--- config.mk ---
export PLATFORM = sky130hd
export DESIGN_NAME = lgs_front_flat
export DESIGN_NICKNAME = d
export VERILOG_FILES = /design/src/rtl/lgs_pkg.sv /design/src/rtl/lgs_if.sv /design/src/rtl/lgs_front.sv /design/src/flat_wrapper.sv
export SDC_FILE = /design/constraint.sdc
export NUM_CORES = 1
export LEC_CHECK = 0
export BUFFER_PORTS_ARGS = -buffer_cell sky130_fd_sc_hd__buf_4
export CAP_MARGIN = 20
export CORE_ASPECT_RATIO = 2
export CORE_UTILIZATION = 51
export DETAILED_ROUTE_END_ITERATION = 8
export PLACE_DENSITY = 0.79
export SYNTH_ARGS = -nofsm -noshare
export SYNTH_HDL_FRONTEND = slang
export SYNTH_SLANG_ARGS = --single-unit
--- constraint.sdc ---
create_clock -name clock -period 3.5 [get_ports clock]
set_clock_uncertainty 0.1 [all_clocks]
set_input_delay 0.35 -clock clock [delete_from_list [all_inputs] [get_ports clock]]
set_output_delay 0.35 -clock clock [all_outputs]
set_load 0.02 [all_outputs]
--- src/rtl/lgs_pkg.sv ---
// Shared types and codes for the toroidal life grid block.
package lgs_pkg;

   localparam int CMD_WIDTH = 2;
   localparam int ROW_WIDTH = 7;
   localparam int COL_WIDTH = 7;

   typedef enum logic [CMD_WIDTH-1:0] {
      CMD_WRITE = 2'd0,
      CMD_READ  = 2'd1,
      CMD_STEP  = 2'd2,
      CMD_NONE  = 2'd3
   } cmd_type;

   typedef enum logic [1:0] {
      OP_NOP,
      OP_WRITE,
      OP_READ,
      OP_STEP
   } op_type;

   typedef struct packed {
      logic [CMD_WIDTH-1:0] cmd;
      logic [ROW_WIDTH-1:0] row;
      logic [COL_WIDTH-1:0] col;
      logic                 value;
   } req_payload_type;

   typedef struct packed {
      logic [CMD_WIDTH-1:0] done_cmd;
      logic                 alive;
   } rsp_payload_type;

   typedef struct packed {
      op_type               op;
      logic [CMD_WIDTH-1:0] done_cmd;
      logic [ROW_WIDTH-1:0] row;
      logic [COL_WIDTH-1:0] col;
      logic                 value;
   } task_type;

   typedef struct packed {
      logic     valid;
      task_type entry;
   } queue_head_type;

endpackage

--- src/rtl/lgs_if.sv ---
// Valid/ready channel interfaces for the request and response sides.
interface lgs_req_if;
   logic                     valid;
   logic                     ready;
   lgs_pkg::req_payload_type payload;

   modport source (output valid, output payload, input ready);
   modport sink (input valid, input payload, output ready);
endinterface


--- src/rtl/lgs_front.sv ---
// Front end: accept request beats, decode them into tasks and queue them.
module lgs_front #(
   parameter int GRID_WIDTH  = 128,
   parameter int GRID_HEIGHT = 128
) (
   input  logic                    clock,
   input  logic                    reset,
   lgs_req_if.sink                 req_chan,
   input  logic                    clearing,
   input  logic                    pop,
   output lgs_pkg::queue_head_type head
);
   import lgs_pkg::*;

   localparam int QueueDepth = 2;
   localparam int PtrW       = $clog2(QueueDepth);
   localparam int CountW     = $clog2(QueueDepth + 1);
   localparam logic [PtrW-1:0]   PtrLast = PtrW'(QueueDepth - 1);
   localparam logic [CountW-1:0] CountFull = CountW'(QueueDepth);

   task_type            queue_ff [QueueDepth];
   logic [PtrW-1:0]     wr_ptr_ff;
   logic [PtrW-1:0]     rd_ptr_ff;
   logic [CountW-1:0]   count_ff;
   task_type            decoded;
   logic                on_grid;
   logic                push;
   logic                do_pop;

   always_comb begin
      on_grid = (int'(req_chan.payload.row) < GRID_HEIGHT) &&
                (int'(req_chan.payload.col) < GRID_WIDTH);
      decoded.done_cmd = req_chan.payload.cmd;
      decoded.row      = req_chan.payload.row;
      decoded.col      = req_chan.payload.col;
      decoded.value    = req_chan.payload.value;
      unique case (req_chan.payload.cmd)
         CMD_WRITE: decoded.op = on_grid ? OP_WRITE : OP_NOP;
         CMD_READ:  decoded.op = on_grid ? OP_READ : OP_NOP;
         CMD_STEP:  decoded.op = OP_STEP;
         default:   decoded.op = OP_NOP;
      endcase
   end

   assign req_chan.ready = (count_ff != CountFull) && !clearing;
   assign push           = req_chan.valid && req_chan.ready;
   assign do_pop         = pop && (count_ff != '0);
   assign head.valid     = count_ff != '0;
   assign head.entry     = queue_ff[rd_ptr_ff];

   always_ff @(posedge clock) begin
      if (reset) begin
         wr_ptr_ff <= '0;
         rd_ptr_ff <= '0;
         count_ff  <= '0;
      end else begin
         if (push) begin
            queue_ff[wr_ptr_ff] <= decoded;
            wr_ptr_ff <= (wr_ptr_ff == PtrLast) ? '0 : wr_ptr_ff + PtrW'(1);
         end
         if (do_pop) begin
            rd_ptr_ff <= (rd_ptr_ff == PtrLast) ? '0 : rd_ptr_ff + PtrW'(1);
         end
         if (push && !do_pop) begin
            count_ff <= count_ff + CountW'(1);
         end else if (do_pop && !push) begin
            count_ff <= count_ff - CountW'(1);
         end
      end
   end

endmodule

--- src/flat_wrapper.sv ---
// flat-port wrapper written by rule: the top's interface ports become plain ports
module lgs_front_flat import lgs_pkg::*;
#(
   parameter int GRID_WIDTH  = 128,
   parameter int GRID_HEIGHT = 128
)
  (clock, reset, clearing, pop, head, req_chan_valid, req_chan_payload, req_chan_ready);
  lgs_req_if req_chan_i ();
  input  logic clock;
  input  logic reset;
  input  logic clearing;
  input  logic pop;
  output lgs_pkg::queue_head_type head;
  input wire logic [$bits(req_chan_i.valid)-1:0] req_chan_valid;
  input wire logic [$bits(req_chan_i.payload)-1:0] req_chan_payload;
  output wire logic [$bits(req_chan_i.ready)-1:0] req_chan_ready;
  assign req_chan_i.valid = req_chan_valid;
  assign req_chan_i.payload = req_chan_payload;
  assign req_chan_ready = req_chan_i.ready;
  lgs_front #(.GRID_WIDTH(GRID_WIDTH), .GRID_HEIGHT(GRID_HEIGHT)) u_core (.clock(clock), .reset(reset), .req_chan(req_chan_i), .clearing(clearing), .pop(pop), .head(head));
endmodule
==> summary.txt, run 1 <==
Power and ir drop
  – PwrDens: 624 mW/mm^2
  – VDD IR max: 0.000498 V
  – Static Leak: 0.814 nW

Place
  – Port Buffers: 42
  – Post-DP HPWL: 1.94 mm
  – GPL Wtd Cong: 0.697

Critical path
  – Critical Path RT: 3.05 ns
  – R2R depth: 6
  – CP Class: flip-flop to primary output
  – Buf+Inv Stages, Crit Path: 1
  – End point of the critical path: head[2]
  – Flop2flop setup slack: 1.78 ns
  – CP max-delay cell: dfxtp_1
  – Cells along the critical path: mux2_2 > buf_4
  – Worst-path fanout max: 19
  – Worst EP arrival: 1.71 ns
  – CP peak stage delay: 0.84 ns
  – Startpoint Class: flip-flop
  – Reg-to-Reg End: u_core.count_ff[1]
  – Setup crit end kind: primary output
  – Worst R2R Start: u_core.count_ff[0]
  – Delay-heaviest family, CP: flip-flops
  – Worst path depth: 2

Clock network
  – CTS Root Cell: clkbuf_8
  – Clock Sink Count: 43
  – Post-CTS Resized: 0
  – CTS Hold Bufs: 0
  – Clk pin slew, worst setup/hold paths: 0.07 ns
  – Post-CTS setup buffers: 0
  – Clock latency on the worst-skew pair: 0.29 ns
  – Max H-tree Level: 2
  – Clock Tree Buf Depth: 2
  – CTS tree: built
  – CTS buffer count: 5

Timing
  – # setup viols final: 0
  – Post-Route Setup TNS: 0 ns
  – Unrepaired setup endpoints after global routing: false
  – Pins Over Slew Limit: 0
  – Crit share post-route: 61.8%
  – Worst Tran Pin Value: 0.800 ns
  – Final hold violation count: 0
  – Max-slew headroom: 46.6%
  – FMAX: 0.462 GHz
  – Crit path time final: 2.16 ns

Drt
  – Number of vias per cell: 5.19
  – Iter 0 DRT Violations: 13
  – Total Routed Length: 2.67 mm
  – Via count: 903
  – Initial DRT Pass Iterations: 3
  – Detailed-route DRC error count: 0
  – Drt wl/cell: 15.3 um
  – Post-route ant nets: 0

Cells and area
  – Nets: 168
  – Area Overhead vs Synth: 26.5%
  – Util after Layout: 67.4%
  – Layout cells sized above 1: 50.3%
  – # diodes: 0

Worst hold path
  – WHS Path Cells: 1
  – Worst hold path class: primary input to flip-flop
  – HP Start: req_chan_payload[8]

Global route
  – Initial antenna violation count: 0
  – GRT overflow: 0
  – Tot GR Track Use: 16.2%
  – Vias in the first global route: 921
  – First-pass GRT wire length: 4.04 mm
  – Largest net degree at the start of global routing: 20

Synthesis
  – Avg Inst Size Synth: 17.7 sq um
  – YS warnings: 0
  – Compound-Gate Fraction of Synth Area: 0.902%
  – Distinct cells, synth: 18
  – Mux cell area share after synthesis: 13.5%
  – Post-Synth XOR/XNOR Area: 1.58%
  – Simple-Gate Fraction of Synth Area: 4.59%
  – Register area share after synthesis: 74.6%
  – Largest family of logic cells by synthesized area: multiplexers
  – Synth Area in Adders: 3.01%
  – FF+latch count, synth: 43
  – Synthesized cell area: 0.00166 sq mm
  – Syn_nets: 120
  – Cells after Synth: 94

Floorplanning
  – Die area: 0.00351 sq mm
  – Core Area: 0.00312 sq mm
  – Cell row count: 29
  – Die W: 42.4 um
  – Initial core utilization: 53.3%
  – Die Y-Extent: 82.8 um
  – I/O Pins: 43

Run status
  – Status: finished clean

Flow run
  – Total of max-cap violations: 0
-- worst reg2reg max path: stages (launching register included) --
cell      delay, ns
dfxtp_1        0.36
nand2b_1       0.17
nand2_1        0.15
inv_1          0.07
ha_1           0.31
or3_1          0.36
a21oi_1        0.14
-- cell usage after synthesis --
master | count | area (sq um)
edfxtp_1 | 38 | 1140
mux2_2 | 20 | 225
nor2_1 | 6 | 22.5
dfxtp_1 | 5 | 100
ha_1 | 4 | 50.1
inv_1 | 3 | 11.3
nor2b_1 | 3 | 18.8
xor2_1 | 3 | 26.3
buf_4 | 2 | 15.0
o21ai_0 | 2 | 10.0
a21oi_1 | 1 | 5.00
buf_1 | 1 | 3.75
nand2_1 | 1 | 3.75
nand2b_1 | 1 | 6.26
nor3_1 | 1 | 5.00
nor3b_1 | 1 | 7.51
or2_2 | 1 | 6.26
or3_1 | 1 | 6.26
-- kinds of logic (layout without fill, tap and decap cells) --
logic type,Yosys count,count (layout)
DFF,43,43
muxes,20,20
and+or+nand+nor,15,15
buffers and inverters,6,55
adders and majority gates,4,4
AOI/OAI and AO/OA,3,3
xor gates and xnor gates,3,3
-- report_power, final --
group          switching (W)  total [W]  leakage [nW]  internal, W
Clock               0.000150   0.000286        0.0403     0.000136
Combinational       0.000179   0.000375         0.388     0.000197
Sequential         0.0000503   0.000651         0.386     0.000601
Total               0.000379    0.00131         0.814     0.000933
-- cell usage in the layout, fill, tap and decap left out --
master and count:
a21oi_1 1, buf_4 44, clkbuf_1 1, clkbuf_8 5, clkinv_1 2, dfxtp_1 5
edfxtp_1 38, ha_1 4, inv_1 3, mux2_2 20, nand2_1 1, nand2b_1 1
nor2_1 6, nor2b_1 3, nor3_2 1, nor3b_2 1, o21ai_0 2, or2_2 1
or3_1 1, xor2_1 3
-- metal layers --
layer	wire (um)	up-vias	global-route usage [%]	part of all wire, %
li1	-	438	-	-
met2	1490	30	29.1	56
met1	943	429	15.1	35
met5	0	-	0	0
met4	74	0	10.3	2.8
met3	159	6	5.84	6.0
-- worst min path at each step --
stage,to,slack (ns)
6_report,u_core.queue_ff[1][8],0.14
5_1_grt,u_core.queue_ff[0][13],0.13
4_1_cts,u_core.queue_ff[0][8],0.13
3_5_place_dp,u_core.rd_ptr_ff,0.42
3_3_place_gp,u_core.rd_ptr_ff,0.39
2_1_floorplan,u_core.queue_ff[0][0],0.35
-- metrics by stage --
| step | power, W | instances | hold slack (ns) | worst slack (ns) | instance area, sq um |
|---|---|---|---|---|---|
| after floorplan | 0.000898 | 94 | 0.349 | 0.921 | 1660 |
| after global placement | 0.00103 | 166 | 0.387 | 1.62 | 2020 |
| after detailed placement | 0.00104 | 166 | 0.416 | 1.60 | 2020 |
| after CTS | 0.00133 | 174 | 0.131 | 1.28 | 2100 |
| after global routing | 0.00138 | 174 | 0.130 | 1.21 | 2100 |
| final | 0.00131 | 174 | 0.141 | 1.34 | 2100 |
-- layout make-up --
class	instances	area (sq um)
clock buffers	6	72.6
clock inverters	2	7.51
fillers	229	1020
inverters	3	11.3
multi-input cells	45	403
flip-flops and latches	43	1240
well taps	31	38.8
repair buffers	44	330
-- registers in the layout (all words and copies together) (netlist names), named ones only --
signal            cells
u_core.queue_ff      38
u_core.count_ff       2
u_core.rd_ptr_ff      1
u_core.wr_ptr_ff      1
(Power assumes the default switching activity.)
==> run 2: changes to the inputs <==
--- a/config.mk
+++ b/config.mk
@@ -5,12 +5,13 @@
 export SDC_FILE = /design/constraint.sdc
 export NUM_CORES = 1
 export LEC_CHECK = 0
+export ABC_AREA = 1
 export BUFFER_PORTS_ARGS = -buffer_cell sky130_fd_sc_hd__buf_4
 export CAP_MARGIN = 20
 export CORE_ASPECT_RATIO = 2
-export CORE_UTILIZATION = 51
+export CORE_UTILIZATION = 52
 export DETAILED_ROUTE_END_ITERATION = 8
-export PLACE_DENSITY = 0.79
+export PLACE_DENSITY = 0.8
 export SYNTH_ARGS = -nofsm -noshare
 export SYNTH_HDL_FRONTEND = slang
 export SYNTH_SLANG_ARGS = --single-unit
==> constraint.sdc (replaced) <==
create_clock -name clock -period 2.05 [get_ports clock]
set_clock_uncertainty 0.1 [all_clocks]
set_input_delay 0.205 -clock clock [delete_from_list [all_inputs] [get_ports clock]]
set_output_delay 0.205 -clock clock [all_outputs]
set_load 0.02 [all_outputs]
==> run 2 against run 1 <==
Compared with the run above:
- highest routed layer unchanged
- global-route usage is 3.8 points higher
- largest cell class unchanged
- register-to-register slack worse by 1.4 ns
- first-iteration DRC count is 85% higher
- combinational power is 39% higher
- sequential share of layout area is 6.3 points lower
- synthesized area is 3.8% higher
==> summary.txt, run 2 <==
Run status
  – Status: finished clean

Synthesis
  – Cells after Synth: 105 (+12%)
  – Share of the synthesized area in the top cell type: 66.0% (-2.5 points)
  – Post-synth top flop: edfxtp_1
  – Post-synth EDFFs: 38 (unchanged)
  – YS warnings: 0 (unchanged)
  – Syn_nets: 131 (+9.2%)
  – Synthesized cell area: 0.00173 sq mm (+3.8%)
  – FF+latch count, synth: 43 (unchanged)
  – Post-synth ARST share: 0% (unchanged)
  – Synth top cells by count: edfxtp_1 (38), inv_1 (11), mux2_4 (10), mux2_2 (9), nand2_1 (9)
  – Largest cells by area after synthesis: edfxtp_1 (66%), mux2_4 (8.7%), mux2_2 (5.9%)
  – Register area share after synthesis: 71.8% (-2.8 points)
  – Distinct cells, synth: 15 (-3)
  – Avg Inst Size Synth: 16.5 sq um (-7.0%)
  – Count leader, synth: edfxtp_1
  – Cell accounting for the most synthesized area: edfxtp_1

Worst hold path
  – WHS Path Cells: 1 (unchanged)
  – WHS Endpoint: u_core.queue_ff[1][15]
  – HP Start: req_chan_payload[15]
  – Worst hold path class: primary input to flip-flop

Cells and area
  – Most frequent cells in the layout: buf_4 (46), edfxtp_1 (38), dlygate4sd3_1 (15)
  – Util after Layout: 74.6% (+7.2 points)
  – Largest Register: u_core.queue_ff
  – Nets: 197 (+17%)
  – Multi-input gate area: 422 sq um (+4.7%)
  – Fill cells: 214 (-6.6%)
  – Area Overhead vs Synth: 36.4%
  – Max reg flops: 38 (unchanged)
  – Commonest non-fill, non-tap cell in the layout: buf_4
  – Register Area: 0.00124 sq mm (unchanged)
  – Post-route cell area: 0.00236 sq mm (+12%)
  – Largest regs: u_core.queue_ff: 38 flops, u_core.count_ff: 2 flops
  – Layout cells sized above 1: 43.6% (-6.7 points)
  – # diodes: 0 (unchanged)

Critical path
  – Reg-to-Reg End: u_core.count_ff[1]
  – Flop2flop setup slack: 0.39 ns (-1.39 ns)
  – CP Class: flip-flop to flip-flop
  – Worst-path fanout max: 6 (-13)
  – Worst R2R Start: u_core.count_ff[0]
  – Startpoint Class: flip-flop
  – Setup crit end kind: flip-flop
  – Worst setup path start: u_core.count_ff[0]
  – Critical Path RT: 2.15 ns (-0.90 ns)
  – R2R depth: 9 (+3)
  – Worst EP arrival: 1.76 ns (+0.05 ns)

Clock network
  – CTS tree: built
  – Max H-tree Level: 2 (unchanged)
  – Clock Tree Buf Depth: 2 (unchanged)
  – CTS buffer count: 5 (unchanged)
  – Clock latency on the worst-skew pair: 0.29 ns (about the same)
  – Clk pin slew, worst setup/hold paths: 0.08 ns (about the same)
  – Clock Sink Count: 43 (unchanged)
  – Post-CTS setup buffers: 0 (unchanged)
  – Post-CTS Resized: 0 (unchanged)
  – CTS Root Cell: clkbuf_8

Drt
  – Iter 0 DRT Violations: 24 (+11)
  – Number of vias per cell: 5.18 (-0.24%)
  – Drt wl/cell: 16.0 um (+4.5%)
  – Initial DRT Pass Iterations: 3 (unchanged)
  – Detailed-route DRC error count: 0 (unchanged)
  – Post-route ant nets: 0 (unchanged)
  – Total Routed Length: 3.25 mm (+22%)
  – Via count: 1051 (+16%)

Power and ir drop
  – VDD IR max: 0.000721 V (+45%)
  – Static Leak: 0.969 nW (+19%)
  – PwrDens: 941 mW/mm^2 (+51%)
  – Tot Pwr: 0.00222 W (+69%)

Timing
  – Crit path time final: 1.66 ns
  – Hold Slack: 0.0244 ns (-0.117 ns)
  – Worst Tran Pin Value: 0.265 ns (-0.535 ns)
  – Post-Route Setup TNS: 0 ns (unchanged)
  – Unrepaired setup endpoints after global routing: false
  – # setup viols final: 0 (unchanged)
  – Pins Over Slew Limit: 0 (unchanged)
  – FMAX: 0.602 GHz
  – Max-slew headroom: 82.3% (+36 points)
  – Crit share post-route: 81.0%
  – Final hold violation count: 0 (unchanged)

Global route
  – GRT overflow: 0 (unchanged)
  – Vias in the first global route: 1154 (+25%)
  – Tot GR Track Use: 20.0% (+3.8 points)
  – First-pass GRT wire length: 5.13 mm (+27%)
  – Initial antenna violation count: 0 (unchanged)
  – Largest net degree at the start of global routing: 20 (unchanged)

Place
  – Post-DP HPWL: 2.25 mm (+16%)
  – GPL Wtd Cong: 0.742 (+6.4%)
  – Placed Area: 0.00209 sq mm (+3.2%)
  – Port Buffers: 42 (unchanged)

Floorplanning
  – Die area: 0.00357 sq mm (+1.8%)
  – Die W: 42.8 um (+0.87%)
  – Core Area: 0.00316 sq mm (+1.2%)
  – I/O Pins: 43 (unchanged)
  – Die Y-Extent: 83.5 um (+0.89%)
  – Initial core utilization: 54.7% (+1.4 points)
  – Cell row count: 29 (unchanged)

Flow run
  – Total of max-cap violations: 0 (unchanged)
-- run 2: cell types whose count changed after synthesis, sizes merged, moves of 2 or more --
cell and change:
inv +8, nand2 +8, nand3 +4, nor2b -3, xor2 -3, a21oi +2
-- run 2: timing repair --
item / 4_1_cts / 5_1_grt
endpoints found under the hold margin: 30 / 0
setup endpoints to repair: 0 / 0
hold buffers: 15 / 0
-- run 2: logic make-up after synthesis --
group / synth area share, %
flops: 71.8
fa+ha+maj: 2.90
mux: 14.6
compound gates: 1.45
buf+inv: 4.20
simple gates: 5.07
-- run 2: per-layer routing --
| layer | wire, um | GRT usage (%) | vias to the layer above | share of wire, % |
|---|---|---|---|---|
| met2 | 1930 | 37.9 | 30 | 59 |
| met1 | 1130 | 18.4 | 511 | 35 |
| met4 | 59 | 8.52 | 0 | 1.8 |
| li1 | - | - | 504 | - |
| met5 | 0 | 0 | - | 0 |
| met3 | 129 | 5.41 | 6 | 4.0 |
-- run 2: worst max-delay path by stage --
stage	endpoint	slack, ns	cells after the start
floorplan	u_core.queue_ff[0][0]	0.13	4
global placement	u_core.count_ff[1]	0.60	10
detailed placement	u_core.count_ff[1]	0.43	10
CTS	head[11]	0.40	3
global route	u_core.count_ff[1]	0.30	10
finish	u_core.count_ff[1]	0.39	9
-- run 2: stage by stage --
step	cells	worst slack, ns
finish	203	0.390
global route	203	0.299
CTS	203	0.399
detailed placement	180	0.427
global placement	180	0.596
floorplan	105	0.129
-- run 2: final cells by class --
type | count | share of cell area [%]
Sequential cell | 43 | 52.7
Multi-Input combinational cell | 49 | 17.9
Clock inverter | 2 | 1.49
Timing Repair Buffer | 61 | 21.0
Inverter | 11 | 1.75
Clock buffer | 6 | 3.51
Tap cell | 31 | 1.65
-- run 2: power by group --
part | internal, W | switching (W)
registers | 0.00100 | 0.0000219
clock network | 0.000394 | 0.000275
logic | 0.000253 | 0.000269
-- run 2: critical path, stage by stage, from the launching register on --
cell and delay, ns:
dfxtp_1 0.32, inv_1 0.13, nand2_1 0.07, nand3_1 0.19, inv_1 0.09, ha_1 0.31, inv_1 0.09, nand4_1 0.11
nand2_1 0.09, nor2_1 0.05
==> run 3: changes to the inputs <==
--- a/config.mk
+++ b/config.mk
@@ -5,13 +5,13 @@
 export SDC_FILE = /design/constraint.sdc
 export NUM_CORES = 1
 export LEC_CHECK = 0
-export ABC_AREA = 1
+export ABC_AREA = 0
 export BUFFER_PORTS_ARGS = -buffer_cell sky130_fd_sc_hd__buf_4
 export CAP_MARGIN = 20
 export CORE_ASPECT_RATIO = 2
-export CORE_UTILIZATION = 52
+export CORE_UTILIZATION = 46
 export DETAILED_ROUTE_END_ITERATION = 8
-export PLACE_DENSITY = 0.8
+export PLACE_DENSITY = 0.76
 export SYNTH_ARGS = -nofsm -noshare
 export SYNTH_HDL_FRONTEND = slang
 export SYNTH_SLANG_ARGS = --single-unit
==> constraint.sdc (replaced) <==
create_clock -name clock -period 1.5 [get_ports clock]
set_clock_uncertainty 0.1 [all_clocks]
set_input_delay 0.15 -clock clock [delete_from_list [all_inputs] [get_ports clock]]
set_output_delay 0.15 -clock clock [all_outputs]
set_load 0.02 [all_outputs]
==> run 3 against run 2 <==
Compared with the run above:
- the flow now finishes with violations (negative setup slack)
- non-clock buffer count grew 14
- core utilization grew 5.5 points
- register-to-register slack worse by 0.45 ns
- first-iteration DRC count fell by 33%
- critical path depth down 3
- cell area increased by 16%
- clock power grew 9.6%
- die area up 8.6%
- setup slack got worse by 0.45 ns
- sequential cell count stayed put
- maximum frequency up 6.3%
- sequential share of layout area fell by 7.0 points
==> summary.txt, run 3 (synthesis gave the netlist of run 1 again) <==
Floorplanning
  – Core Area: 0.00342 sq mm (+8.2%)
  – Die area: 0.00388 sq mm (+8.6%)
  – Cell row count: 30 (+3.4%)
  – Initial core utilization: 48.7% (-6.0 points)
  – Die Y-Extent: 87.1 um (+4.2%)
  – I/O Pins: 43 (unchanged)
  – Die W: 44.5 um (+4.1%)

Cells and area
  – Commonest non-fill, non-tap cell in the layout: edfxtp_1
  – Util after Layout: 80.1% (+5.5 points)
  – Largest Register: u_core.queue_ff
  – Most frequent cells in the layout: edfxtp_1 (38), buf_4 (26), buf_6 (25)
  – Layout cells sized above 1: 55.2% (+12 points)
  – Area Overhead vs Synth: 64.4%
  – # diodes: 0 (unchanged)
  – Max reg flops: 38 (unchanged)
  – Post-route cell area: 0.00274 sq mm (+16%)
  – Fill cells: 170 (-21%)
  – Largest regs: u_core.queue_ff: 38 flops, u_core.count_ff: 2 flops
  – Nets: 199 (+1.0%)

Drt
  – Via count: 1087 (+3.4%)
  – Initial DRT Pass Iterations: 5 (+2)
  – Iter 0 DRT Violations: 16 (-33%)
  – Detailed-route DRC error count: 0 (unchanged)
  – Total Routed Length: 3.88 mm (+19%)
  – Number of vias per cell: 4.90 (-5.4%)
  – Drt wl/cell: 17.5 um (+8.9%)
  – Post-route ant nets: 0 (unchanged)

Global route
  – Vias in the first global route: 1091 (-5.5%)
  – GRT overflow: 0 (unchanged)
  – First-pass GRT wire length: 4.85 mm (-5.5%)
  – Tot GR Track Use: 18.1% (-1.9 points)
  – Largest net degree at the start of global routing: 20 (unchanged)
  – Initial antenna violation count: 0 (unchanged)

Clock network
  – CTS buffer count: 5 (unchanged)
  – Clock Sink Count: 43 (unchanged)
  – Clock latency on the worst-skew pair: 0.29 ns (about the same)
  – CTS tree: built
  – Clock Tree Buf Depth: 2 (unchanged)
  – CTS Root Cell: clkbuf_8
  – Clk pin slew, worst setup/hold paths: 0.07 ns (about the same)
  – Max H-tree Level: 2 (unchanged)

Timing
  – Worst setup margin: -0.0607 ns (-0.451 ns)
  – Pins Over Slew Limit: 0 (unchanged)
  – Crit share post-route: 104% (+23 points)
  – Worst Tran Pin Value: 0.220 ns (-0.0450 ns)
  – # setup viols final: 49 (+49)
  – FMAX: 0.641 GHz (+6.3%)
  – Crit path time final: 1.56 ns (-0.0990 ns)
  – Unrepaired setup endpoints after global routing: true
  – Final hold violation count: 0 (unchanged)
  – Max-slew headroom: 85.2% (+2.8 points)

Critical path
  – Most used cell, CP: buf_6
  – Worst-path fanout max: 5 (-1)
  – CP peak stage delay: 0.35 ns (+0.03 ns)
  – Setup crit end kind: flip-flop
  – Buf+Inv Stages, Crit Path: 3 (unchanged)
  – CP max-delay cell: dfxtp_2
  – Worst EP arrival: 1.47 ns (-0.29 ns)
  – Startpoint Class: flip-flop
  – Cells along the critical path: nand2b_4 > nand2_4 > buf_6 > nor3b_4 > buf_6 > buf_12
  – Delay-heaviest family, CP: simple AND/OR/NAND/NOR gates
  – Critical Path RT: 1.41 ns (-0.74 ns)
  – CP Class: flip-flop to flip-flop

Power and ir drop
  – VDD IR max: 0.00122 V (+69%)
  – Clock power frac: 19.1% (-11 points)
  – Sw power: 0.00112 W (+98%)
  – Seq pwr share: 39.1% (-7.2 points)
  – Switch share: 29.2% (+3.7 points)
  – Static Leak: 1.10 nW (+14%)
  – Internal power: 0.00272 W (+65%)
  – Gate power share: 41.8% (+18 points)
  – PwrDens: 1400 mW/mm^2 (+49%)
  – Tot Pwr: 0.00384 W (+73%)

Place
  – Port Buffers: 42 (unchanged)
  – Post-place setup slack: -0.0669 ns (-0.493 ns)
  – GPL Wtd Cong: 0.638 (-14%)
  – Post-DP HPWL: 1.90 mm (-16%)
  – Placed Area: 0.00215 sq mm (+2.9%)

Flow run
  – Total of max-cap violations: 0 (unchanged)

Run status
  – Failing checks: negative setup slack
  – Status: finished, violations left

Worst hold path
  – Worst hold path class: primary input to flip-flop
## run 3: worst paths after layout
path / startpoint / to / slack, ns / cells past startpoint
max: u_core.count_ff[0] / u_core.queue_ff[1][8] / -0.06 / 6
min: pop / u_core.rd_ptr_ff / 0.27 / 5
max reg2reg: u_core.count_ff[0] / u_core.queue_ff[1][8] / -0.06 / 6
min reg2reg: u_core.rd_ptr_ff / u_core.rd_ptr_ff / 0.45 / 2
## run 3: final cells by class
class	instances	area [sq um]	area share, %
Tap cell	48	60.1	2.19
Inverter	3	11.3	0.412
Clock inverter	1	5.00	0.183
Timing Repair Buffer	75	795	29.0
Sequential cell	43	1250	45.7
Multi-Input combinational cell	45	529	19.3
Clock buffer	7	86.3	3.16
## run 3: metrics by stage
step	hold WS [ns]	std cells	setup TNS [ns]
2_1_floorplan	0.149	94	-3.63
3_3_place_gp	0.236	188	0
3_5_place_dp	0.240	188	-0.500
4_1_cts	0.000247	219	-1.97
5_1_grt	0.267	222	-3.71
6_report	0.273	222	-1.73
## run 3: timing repair
action / in CTS / in global routing
pin swaps: 2 / 0
cloned: 2 / 3
endpoints found under the setup margin: 39 / 59
resized for setup: 14 / 41
setup buffers: 4 / 0
hold buffers: 17 / 1
hold endpoints to repair: 34 / 1
## run 3: tightest hold or removal path, stage by stage
cell	delay (ns)
buf_4	0.12
o21ai_4	0.07
buf_4	0.11
xor2_1	0.08
nor2_1	0.09
## run 3: metal layers
layer  up-vias  share of wire [%]  global-route usage [%]
met5         -                  0                       0
li1        505                  -                       -
met4         0                2.8                    9.09
met1       531                 32                    17.1
met2        39                 61                    33.7
met3        12                4.3                    4.56
## run 3: power groups by stage
stage / Combinational, W / Sequential (W) / Clock (W)
after detailed placement: 0.00109 / 0.00148 / 0
after floorplan: 0.000661 / 0.00148 / 0
final: 0.00161 / 0.00150 / 0.000733
after CTS: 0.00121 / 0.00147 / 0.000746
after global placement: 0.00106 / 0.00147 / 0
after global routing: 0.00166 / 0.00151 / 0.000805
